===== src/ilie_pkg.sv =====
// ============================================================================
// ilie_pkg
// Shared types and constants for the indexed list insert/erase core.
// ============================================================================
package ilie_pkg;

    localparam int BLOCK_ENTRIES = 5;
    localparam int MAX_BLOCKS    = 16;
    localparam int POS_W         = 7;
    localparam int VAL_W         = 32;

    typedef enum logic [1:0] {
        REQ_APPEND = 2'd0,
        REQ_INSERT = 2'd1,
        REQ_ERASE  = 2'd2,
        REQ_READ   = 2'd3
    } t_req;

    typedef enum logic [1:0] {
        ST_OK    = 2'd0,
        ST_RANGE = 2'd1,
        ST_FULL  = 2'd2
    } t_status;

    typedef struct packed {
        logic             ins;
        logic             del;
        logic [VAL_W-1:0] value;
    } t_cell_ctl;

endpackage


===== src/ilie_cell.sv =====
// ============================================================================
// ilie_cell
// One list slot: loads a new value, takes its lower neighbor on insert, or
// takes its upper neighbor on erase.
// ============================================================================
module ilie_cell #(
    parameter int IDX_W = 7,
    parameter int IDX   = 0
) (
    input  logic                      i_clk,
    input  ilie_pkg::t_cell_ctl       i_ctl,
    input  logic [IDX_W-1:0]          i_pos,
    input  logic [ilie_pkg::VAL_W-1:0] i_prev,
    input  logic [ilie_pkg::VAL_W-1:0] i_next,
    output logic [ilie_pkg::VAL_W-1:0] o_data,
    output logic [ilie_pkg::VAL_W-1:0] o_sel
);

    logic [ilie_pkg::VAL_W-1:0] r_data;
    logic [ilie_pkg::VAL_W-1:0] n_data;
    logic                       w_hit;
    logic                       w_above;

    assign w_hit   = (i_pos == IDX_W'(IDX));
    assign w_above = (IDX_W'(IDX) > i_pos);

    always_comb begin
        n_data = r_data;
        priority if (i_ctl.ins && w_hit) begin
            n_data = i_ctl.value;
        end else if (i_ctl.ins && w_above) begin
            n_data = i_prev;
        end else if (i_ctl.del && (w_hit || w_above)) begin
            n_data = i_next;
        end else begin
            n_data = r_data;
        end
    end

    always_ff @(posedge i_clk) begin
        r_data <= n_data;
    end

    assign o_data = r_data;
    assign o_sel  = w_hit ? r_data : '0;

endmodule


===== config.mk =====
export PLATFORM = sky130hd
export DESIGN_NAME = ilie_cell
export DESIGN_NICKNAME = d
export VERILOG_FILES = /design/src/ilie_pkg.sv /design/src/ilie_cell.sv
export SDC_FILE = /design/constraint.sdc
export NUM_CORES = 1
export LEC_CHECK = 0
export ABC_CLOCK_PERIOD_IN_PS = 4300
export BUFFER_PORTS_ARGS = -buffer_cell sky130_fd_sc_hd__buf_2
export CORE_MARGIN = 2
export CORE_UTILIZATION = 30
export CTS_BUF_LIST = sky130_fd_sc_hd__clkbuf_4
export DETAILED_ROUTE_END_ITERATION = 16
export PLACE_DENSITY = 0.67
export SYNTH_ARGS = -nofsm -noshare
export SYNTH_HDL_FRONTEND = slang
export SYNTH_SLANG_ARGS = --single-unit

===== constraint.sdc =====
create_clock -name i_clk -period 4.3 [get_ports i_clk]
set_input_delay 0 -clock i_clk [delete_from_list [all_inputs] [get_ports i_clk]]
set_output_delay 0 -clock i_clk [all_outputs]
set_load 0.1 [all_outputs]

# Word-level counts from Yosys, hierarchy flattened
# Index checks and enable logic that the tools add are counted.
[totals]
register_bits = 32
latchBits = 0
ram_bits = 0
rom_bits = 0
input_bits = 106
memories = 0
[op_classes]
addsub = 0
mul = 0
div_mod_pow = 0
order_cmp = 1
eq_ne = 0
shift = 0
mux = 4
bitwise_logic = 0
reduce_logical = 6
[op_table]
columns = ["cell", "count"]
rows = [
  ["2-to-1 mux 32 bit", 4],
  ["greater-than comparator 1 x 7 -> 1 bit, first input constant", 1],
  ["logical NOT 7 bit", 1],
  ["logical AND 1 bit", 3],
  ["nonzero test 3 bit", 1],
  ["logical OR 1 bit", 1],
]

# Depth between registers and ports, before layout
# Gate-level depths: netlist of run 1.
[depth]
word_depth = 6
mapped_depth = 4
depth_no_buf = 3

# Worst setup path after synthesis of run 1
# Ideal clock, no wire load.
[synth_timing]
path_type = "reg-to-output"
start = "reg r_data (netlist bit o_data[0])"
end = "out o_sel[0] (netlist name)"
arrival_time_ns = 1.840
required_ns = 4.300
path_slack_ns = 2.460
stages_incl_launch_ff = 2
n_path_buf = 0
cell_sequence = "edfxtp_1 -> and3_1"
[synth_between]
elab_chain_cells = 1
[synth_rtl]
columns = ["element", "line", "rtl"]
rows = [
  ["start: declaration", "ilie_cell.sv:19", "logic [ilie_pkg::VAL_W-1:0] r_data;"],
  ["start signal: assignment", "ilie_cell.sv:41", "r_data <= n_data;"],
  ["2-to-1 mux 32 bit", "ilie_cell.sv:45", "assign o_sel = w_hit ? r_data : '0;"],
  ["end: declaration", "ilie_cell.sv:16", "output logic [ilie_pkg::VAL_W-1:0] o_sel"],
]
# No other way between the ends.

# Final worst setup path of run 1
[layout_timing]
start = "in i_pos[2]"
end = "reg r_data (netlist bit o_data[6]) (data pin)"
[layout_between]
elab_chain_cells = 4
word_cells_on_any_way = 6
classes_between = "order compare (1); mux (2); reduce/logical (3)"
[layout_rtl]
columns = ["element", "line", "rtl"]
rows = [
  ["start: declaration", "ilie_cell.sv:12", "input logic [IDX_W-1:0] i_pos,"],
  ["greater-than comparator 1 x 7 -> 1 bit", "ilie_cell.sv:25", "assign w_above = (IDX_W'(IDX) > i_pos);"],
  ["logical AND 1 bit", "ilie_cell.sv:31", "end else if (i_ctl.ins && w_above) begin"],
  ["2-to-1 mux 32 bit", "ilie_cell.sv:31", ""],
  ["2-to-1 mux 32 bit *", "ilie_cell.sv:29", "priority if (i_ctl.ins && w_hit) begin"],
  ["net n_data (one bit)", "ilie_cell.sv:20", "logic [ilie_pkg::VAL_W-1:0] n_data;"],
]
# Mark *: on every way through the listed nets, which the timed path passes. The rest lies on a longest branch.
# A chain may end at the register's enable or synchronous reset.

==> results of run 1 <==
## critical path: stages
cell and delay, ps:
buf_2 110, nor3_4 960, nand3_4 690, mux2_4 510, dlygate4sd3_1 560
## metrics by stage
step / worst slack [ps] / power, mW / hold WS [ps]
after floorplan: 2460 / 0.399 / 217
after global placement: 1890 / 0.439 / 303
after detailed placement: 1800 / 0.441 / 303
after CTS: 1600 / 0.710 / 476
after global routing: 1430 / 0.736 / 483
final: 1530 / 0.706 / 469
## routing by layer
| layer | vias to the layer above | GRT usage | part of all wire |
|---|---|---|---|
| li1 | 825 | - | - |
| met1 | 838 | 0.176 | 0.37 |
| met2 | 86 | 0.338 | 0.54 |
| met3 | 14 | 0.0416 | 0.065 |
| met4 | 0 | 0.0881 | 0.032 |
| met5 | - | 0 | 0 |
## cells by family after synthesis
family,after synthesis
muxes,32
DFF,32
AOI/OAI and AO/OA,1
buffers and inverters,9
and+or+nand+nor,35
## power breakdown
part	total (mW)	switching, mW	internal [mW]
Combinational	0.136	0.0505	0.0850
Sequential	0.345	0.000806	0.344
Clock	0.225	0.0967	0.128
## cells in the final DEF, fill, tap and decap left out, types with 2 or more instances in the layout
cell type      instances
and3_1                32
buf_2                137
buf_4                  2
clkbuf_4               6
dlygate4sd3_1         64
edfxtp_1              32
mux2_2                 2
mux2_4                30
## cell type report
| class | instances | share of cell area |
|---|---|---|
| timing repair buffer | 203 | 0.418 |
| clock inverter | 2 | 0.0109 |
| tap | 72 | 0.0281 |
| clock buffer | 6 | 0.0140 |
| sequential | 32 | 0.299 |
| multi-input combinational | 68 | 0.230 |
## final timing paths
path | startpoint | end | slack (ps) | cells past startpoint
hold / removal | i_ctl[32] | o_data[26]$_DFFE_PP_ | 470 | 2
setup / recovery | i_pos[2] | o_data[6]$_DFFE_PP_ | 1530 | 5
==> metrics.md, run 1 <==
| Metric | Value |
|---|---|
| Outcome | finished clean |
| Vias in the first global route | 1791 |
| Worst EP required | 4370 ps |
| Max-Cap Viols | 0 |
| Top Ports | 170 |
| Area after DPL | 0.00249 mm² |
| Initial antenna violation count | 0 |
| Largest family of logic cells by synthesized area | multiplexers |
| Gr ovfl total | 0 |
| RSZ-0062 raised after global routing | no |
| Sink Count | 32 |
| Yosys reg bits | 32 |
| Routed len/inst | 14.6 µm |
| Pin count of the biggest net entering global routing | 35 |
| Cell Rows | 27 |
| Core area | 0.00557 mm² |
| Setup tns final | 0 ps |
| CTS HTree Levels | 2 |
| Register area | 961 µm² |
| Main synth FF type | edfxtp_1 |
| Setup Crit Path Kind | input port to flip-flop |
| Final worst-path cycle share | 0.645 |
| Synth warnings | 0 |
| Layout Utilization | 0.576 |
| Fin nets | 416 |
| Synthesized area | 0.00175 mm² |
| Fmax | 361 MHz |
| Final Instance Area | 0.00321 mm² |
| Area of the multi-input gates | 738 µm² |
| DRC | 0 |
| Drt first pass iters | 4 |
| Synthesized-area fraction occupied by adder cells | 0 |
| Asr flop ratio synth | 0 |
| Total GRT Usage | 0.177 |
| Post-DRT Antenna Nets | 0 |
| Synth top area share | 0.549 |
| Post-CTS Setup Inserts | 0 |
| Setup crit start kind | input port |
| DR vias/cell | 4.60 |
| Post-synthesis sequential area ratio | 0.549 |
| Fraction of layout cells with a size suffix above 1 | 0.585 |
| Total nets after synthesis | 215 |
| Layout area overhead | 83.5% |
| Fin cells | 383 |
| Antenna Cells | 0 |
| Power per Cell Area | 220 mW/mm² |
| Relative slew slack | 0.200 |
| Root buffer cell | clkbuf_4 |
| Clock slew at reported path FFs | 100 ps |
| Layout fillers | 470 |
| Post-synth EDFFs | 32 |
| Min-delay worst type | input port to flip-flop |
| GP Congestion | 0.743 |
| Die width | 80.4 µm |
| Final Setup Violations | 0 |
| Post-Synth XOR/XNOR Area | 0 |
| WP data arrival | 2840 ps |
| Synth area leaders | edfxtp_1 55%, mux2_4 26%, and3_1 11% |
| Hold-fix buffers, CTS | 64 |
| Post-Synth Simple-Gate Area | 0.142 |
| Post-synth top cells | 32 x and3_1, 32 x edfxtp_1, 30 x mux2_4, 6 x clkbuf_1, 3 x buf_6 |
| Post-Syn Area per Cell | 16.0 µm² |
| CTS tree | done |
| Wirelength, routed | 5610 µm |
| Port bufs | 137 |
| Mux share of post-synthesis cell area | 0.270 |
| Final Slew Violations | 0 |
| Post-DP HPWL | 3510 µm |
| Max reg flops | 32 |
| Initial Util | 0.314 |
| Leading area contributor after synthesis | edfxtp_1 |
| Min cycle time layout | 2770 ps |
| First-pass GRT wire length | 8380 µm |
| Worst setup EP type | flip-flop |
| Synthesized instance count | 109 |
| Crit Path Max Fanout | 34 |
| Final Hold Vio Count | 0 |
| Die Ht | 80.4 µm |
| Slew @ Worst Pin | 1200 ps |
| CTS resizes | 0 |
| DP Cell Count | 311 |
| Pleak | 1.71 nW |
| Worst vdd ir | 0.133 mV |
| Num CTS Buffers | 5 |
| Max Buffers Root-to-Sink | 2 |
| Die ar. | 0.00646 mm² |
| Initial DRC Count | 79 |
| Yosys cell types | 10 |
| Overall via count from detail_route | 1763 |
| Complex-gate fraction of the synthesized area | 0.00572 |
No activity file was read; power rests on OpenSTA's default activity.
==> inputs of run 2 (changes only) <==
ABC_CLOCK_PERIOD_IN_PS = 2800   (was 4300)
clock period = 2.8 ns   (was 4.3 ns; I/O delays follow)
==> metrics.md, run 2 (same netlist as run 1, synthesis figures left out) <==
| Metric | Value |
|---|---|
| Num CTS Buffers | 5 (unchanged) |
| Vias in the first global route | 1791 (unchanged) |
| Total GRT Usage | 0.169 (-0.00730) |
| Final Slew Violations | 0 (unchanged) |
| Hold EP | o_data[27]$_DFFE_PP_ |
| Cell Rows | 27 (unchanged) |
| Worst vdd ir | 0.167 mV (+26%) |
| Post-CTS Setup Inserts | 0 (unchanged) |
| Max reg flops | 32 (unchanged) |
| Cell family with the largest share of critical-path delay | simple AND/OR/NAND/NOR gates |
| Combinational share of power | 0.190 (-0.002) |
| Layout area overhead | 84.4% |
| P_sw | 0.225 mW (+52%) |
| Root buffer cell | clkbuf_4 |
| Clock share of power | 0.320 (about the same) |
| Cell breakdown of the critical path | buf_2 -> nor4_4 -> nand3_4 -> mux2_4 -> dlygate4sd3_1 |
| CP peak stage delay | 560 ps (-400 ps) |
| Commonest non-fill, non-tap cells in the layout | 137 x buf_2, 64 x dlygate4sd3_1, 32 x and3_1, 32 x edfxtp_1, 30 x mux2_4 |
| CTS HTree Levels | 2 (unchanged) |
| Max-Cap Viols | 0 (unchanged) |
| Crit Path Max Fanout | 32 (-5.9%) |
| Gr ovfl total | 0 (unchanged) |
| WP data arrival | 2100 ps (-740 ps) |
| DRC | 0 (unchanged) |
| Setup ws final | 764 ps (-765 ps) |
| Slew @ Worst Pin | 647 ps (-549 ps) |
| Sink Count | 32 (unchanged) |
| Power per Cell Area | 336 mW/mm² (+53%) |
| Final Setup Violations | 0 (unchanged) |
| Worst EP required | 2860 ps (-1510 ps) |
| Die width | 80.4 µm (unchanged) |
| Commonest non-fill, non-tap cell in the layout | buf_2 |
| Min-delay worst type | input port to flip-flop |
| Overall via count from detail_route | 1736 (-1.5%) |
| Max Buffers Root-to-Sink | 2 (unchanged) |
| Core area | 0.00557 mm² (unchanged) |
| Post-DRT Antenna Nets | 0 (unchanged) |
| Fraction of layout cells with a size suffix above 1 | 0.588 (+0.00265) |
| Antenna Cells | 0 (unchanged) |
| Initial DRC Count | 47 (-41%) |
| Die Ht | 80.4 µm (unchanged) |
| Hold_sp | i_ctl[32] |
| Setup tns final | 0 ps (unchanged) |
| Post-DP HPWL | 3550 µm (+1.3%) |
| Top Ports | 170 (unchanged) |
| Switching part of the total power | 0.208 (-0.00183) |
| GP Congestion | 0.757 (+2.0%) |
| CTS tree | done |
| Outcome | finished clean |
| Final Hold Vio Count | 0 (unchanged) |
| Relative slew slack | 0.569 (+0.369) |
| Initial antenna violation count | 0 (unchanged) |
| First-pass GRT wire length | 8220 µm (-1.9%) |
| Drt first pass iters | 4 (unchanged) |
| Register share of total power | 0.490 (about the same) |
| Clock slew at reported path FFs | 100 ps (about the same) |
| Setup crit start kind | input port |
| Routed len/inst | 13.6 µm (-6.8%) |
| Hold Path Depth | 3 (+1) |
| RSZ-0062 raised after global routing | no |
| Final worst-path cycle share | 0.727 |
| Slowest CP cell | dlygate4sd3_1 |
| Worst setup EP type | flip-flop |
| Pre-CTS setup slack | 969 ps (-828 ps) |
| Die ar. | 0.00646 mm² (unchanged) |
| Setup Crit Path Kind | input port to flip-flop |
| Initial Util | 0.314 (unchanged) |
| DR vias/cell | 4.51 (-2.0%) |
| Port bufs | 137 (unchanged) |
| Pleak | 1.72 nW (+0.63%) |
| Fin nets | 418 (+0.48%) |
| Wirelength, routed | 5250 µm (-6.3%) |
| Pin count of the biggest net entering global routing | 34 (-2.9%) |
| Min cycle time layout | 2040 ps |
| Internal power | 0.857 mW (+54%) |
| Worst path buffer plus inverter count | 2 (unchanged) |
| Fmax | 491 MHz |
## run 2: power by group through the flow
stage               registers [mW]  clock network (mW)  logic [mW]
floorplan                    0.558                   0      0.0547
finish                       0.530               0.346       0.206
detailed placement           0.541                   0       0.137
global route                 0.531               0.381       0.219
global placement             0.541                   0       0.134
CTS                          0.530               0.360       0.204
## run 2: layout make-up
class | count | area, µm²
well taps | 72 | 90.1
clock buffers | 6 | 45.0
multi-input cells | 68 | 738
clock inverters | 2 | 35.0
fillers | 478 | 2350
repair buffers | 205 | 1360
flip-flops and latches | 32 | 961
## run 2: per-stage QoR
stage / hold WS, ps / cell area (µm²) / std cells / utilization / power (mW)
after global placement: 303 / 2500 / 313 / 0.449 / 0.675
after global routing: 291 / 3230 / 385 / 0.579 / 1.13
final: 295 / 3230 / 385 / 0.579 / 1.08
after detailed placement: 304 / 2500 / 313 / 0.449 / 0.678
after CTS: 272 / 3230 / 385 / 0.579 / 1.09
after floorplan: 217 / 1750 / 109 / - / 0.613
## run 2: per-layer routing
layer | routed length [µm] | track usage | vias up
li1 | - | - | 826
met1 | 1950 | 0.180 | 811
met2 | 2800 | 0.315 | 87
met3 | 405 | 0.0494 | 12
met4 | 99 | 0.0593 | 0
met5 | 0 | 0 | -
## run 2: worst max-delay path by stage
stage / from / end / slack, ps / cells after the start
floorplan: o_data[0]$_DFFE_PP_ / o_sel[0] / 960 / 1
global placement: i_pos[3] / o_data[6]$_DFFE_PP_ / 1000 / 4
detailed placement: i_pos[3] / o_data[6]$_DFFE_PP_ / 970 / 4
CTS: i_pos[3] / o_data[6]$_DFFE_PP_ / 770 / 5
global route: i_pos[3] / o_data[6]$_DFFE_PP_ / 730 / 5
finish: i_pos[3] / o_data[6]$_DFFE_PP_ / 760 / 5
## run 2: worst min-delay path, delay by kind of cell
kind / cells / cell delay [ps]
compound gates: 1 / 150
buf+inv: 2 / 310
## run 2: what timing repair did
item,4_1_cts,5_1_grt
endpoints found under the hold margin,32,0
hold buffers,64,0
resized for setup,0,0
==> inputs of run 3 (changes only) <==
ABC_CLOCK_PERIOD_IN_PS = 1700   (was 2800)
PLACE_DENSITY = 0.69   (was 0.67)
clock period = 1.7 ns   (was 2.8 ns; I/O delays follow)
==> metrics.md, run 3 (same netlist as run 1, synthesis figures left out) <==
| Metric | Value |
|---|---|
| Outcome | finished clean |
| Setup tns final | 0 ps (unchanged) |
| Clock slew at reported path FFs | 100 ps (about the same) |
| DRC | 0 (unchanged) |
| Pleak | 1.78 nW (+3.1%) |
| Commonest non-fill, non-tap cells in the layout | 105 x buf_2, 64 x dlygate4sd3_1, 34 x buf_12, 32 x and3_2, 32 x edfxtp_1 |
| Post-DRT Antenna Nets | 0 (unchanged) |
| Max Buffers Root-to-Sink | 2 (unchanged) |
| Max reg flops | 32 (unchanged) |
| WP data arrival | 1720 ps (-380 ps) |
| Total GRT Usage | 0.186 (+0.0167) |
| Sink Count | 32 (unchanged) |
| CTS HTree Levels | 2 (unchanged) |
| DR vias/cell | 4.55 (+1.0%) |
| CTS tree | done |
| Routed len/inst | 15.3 µm (+12%) |
| Die width | 80.4 µm (unchanged) |
| Antenna Cells | 0 (unchanged) |
| Worst setup EP type | flip-flop |
| GP Congestion | 0.729 (-3.7%) |
| Setup Crit Path Kind | input port to flip-flop |
| Fraction of layout cells with a size suffix above 1 | 0.688 (+0.100) |
| Wirelength, routed | 5920 µm (+13%) |
| Min-delay worst type | input port to flip-flop |
| Post-DP HPWL | 3810 µm (+7.3%) |
| Root buffer cell | clkbuf_4 |
| Final worst-path cycle share | 0.975 |
| Worst vdd ir | 0.312 mV (+86%) |
| Initial Util | 0.314 (unchanged) |
| Hold_sp | i_ctl[32] |
| Hold EP | o_data[23]$_DFFE_PP_ |
| Overall via count from detail_route | 1758 (+1.3%) |
| Worst EP required | 1760 ps (-1100 ps) |
| Initial DRC Count | 54 (+15%) |
| Initial antenna violation count | 0 (unchanged) |
| Commonest non-fill, non-tap cell in the layout | buf_2 |
| CTS resizes | 0 (unchanged) |
| Die Ht | 80.4 µm (unchanged) |
| Setup crit start kind | input port |
| Final Setup Violations | 0 (unchanged) |
| Min cycle time layout | 1660 ps |
| Top Ports | 170 (unchanged) |
| Pin count of the biggest net entering global routing | 33 (-2.9%) |
| Tot Pwr | 1.62 mW (+50%) |
| Cell Rows | 27 (unchanged) |
| Drt first pass iters | 4 (unchanged) |
| Final Hold Vio Count | 0 (unchanged) |
| Relative slew slack | 0.665 (+0.0966) |
| Max-Cap Viols | 0 (unchanged) |
| Port bufs | 137 (unchanged) |
| First-pass GRT wire length | 8990 µm (+9.4%) |
| Hold Path Depth | 3 (unchanged) |
| Core area | 0.00557 mm² (unchanged) |
| Fmax | 603 MHz |
| Slew @ Worst Pin | 506 ps (-141 ps) |
| RSZ-0062 raised after global routing | no |
| Power per Cell Area | 432 mW/mm² (+29%) |
| Layout area overhead | 114% |
| Die ar. | 0.00646 mm² (unchanged) |
| Crit Path Max Fanout | 32 (unchanged) |
| Num CTS Buffers | 5 (unchanged) |
| Gr ovfl total | 0 (unchanged) |
| Vias in the first global route | 1841 (+2.8%) |
| Fin nets | 420 (+0.48%) |
| Final Slew Violations | 0 (unchanged) |
[run 3: changes by cell type in the layout (fill, tap and decap cells not counted)]
cell	previous run	this run
buf_12	0	34
o211a_2	0	1
and3_2	0	32
and3_1	32	0
buf_2	137	105
clkinv_2	1	0
clkbuf_4	6	5
clkinv_1	0	2
bufinv_16	1	0
o211a_1	1	0
[run 3: worst max path at each step]
stage | start | to | slack (ps) | cells past startpoint
global placement | i_pos[3] | o_data[12]$_DFFE_PP_ | 180 | 5
detailed placement | i_pos[3] | o_data[12]$_DFFE_PP_ | 170 | 5
global route | i_pos[3] | o_data[7]$_DFFE_PP_ | 30 | 6
CTS | i_pos[3] | o_data[8]$_DFFE_PP_ | 70 | 6
finish | i_pos[3] | o_data[7]$_DFFE_PP_ | 40 | 6
floorplan | i_pos[3] | o_data[0]$_DFFE_PP_ | 80 | 3
[run 3: metal layers]
layer,vias up,GRT usage,wire length (µm),part of all wire
met3,10,0.0438,405,0.068
met2,90,0.358,3170,0.53
met5,-,0,0,0
met4,0,0.0780,118,0.020
li1,832,-,-,-
met1,826,0.190,2230,0.38
[run 3: power by group]
group          leakage, nW  switching, mW  total, mW  internal (mW)
Combinational         1.46          0.131      0.356          0.225
Clock               0.0261          0.247      0.391          0.144
Sequential           0.288        0.00172      0.873          0.871
[run 3: worst max-delay path: stages]
cell	delay, ps
buf_2	110
nor4_4	370
nand3_4	110
buf_12	210
mux2_4	310
dlygate4sd3_1	590
[run 3: area by class of cell]
class                      count  area [µm²]
tap                           72        90.1
sequential                    32         961
clock buffer                   5        37.5
clock inverter                 2        7.51
multi-input combinational     68         778
timing repair buffer         207        1880
fill                         401        1820
[run 3: per-stage QoR]
stage | hold slack, ps | setup slack, ps | cell area (µm²) | utilization | cells
after global placement | 302 | 175 | 3070 | 0.550 | 315
after global routing | 271 | 31.7 | 3750 | 0.673 | 386
after floorplan | 217 | 77.8 | 1790 | - | 109
after CTS | 245 | 66.7 | 3750 | 0.673 | 386
after detailed placement | 303 | 175 | 3070 | 0.550 | 315
final | 263 | 41.9 | 3750 | 0.673 | 386
[run 3: what timing repair did]
| item | 4_1_cts | 5_1_grt |
|---|---|---|
| hold endpoints to repair | 32 | 0 |
| hold buffers | 64 | 0 |
| setup buffers | 0 | 0 |
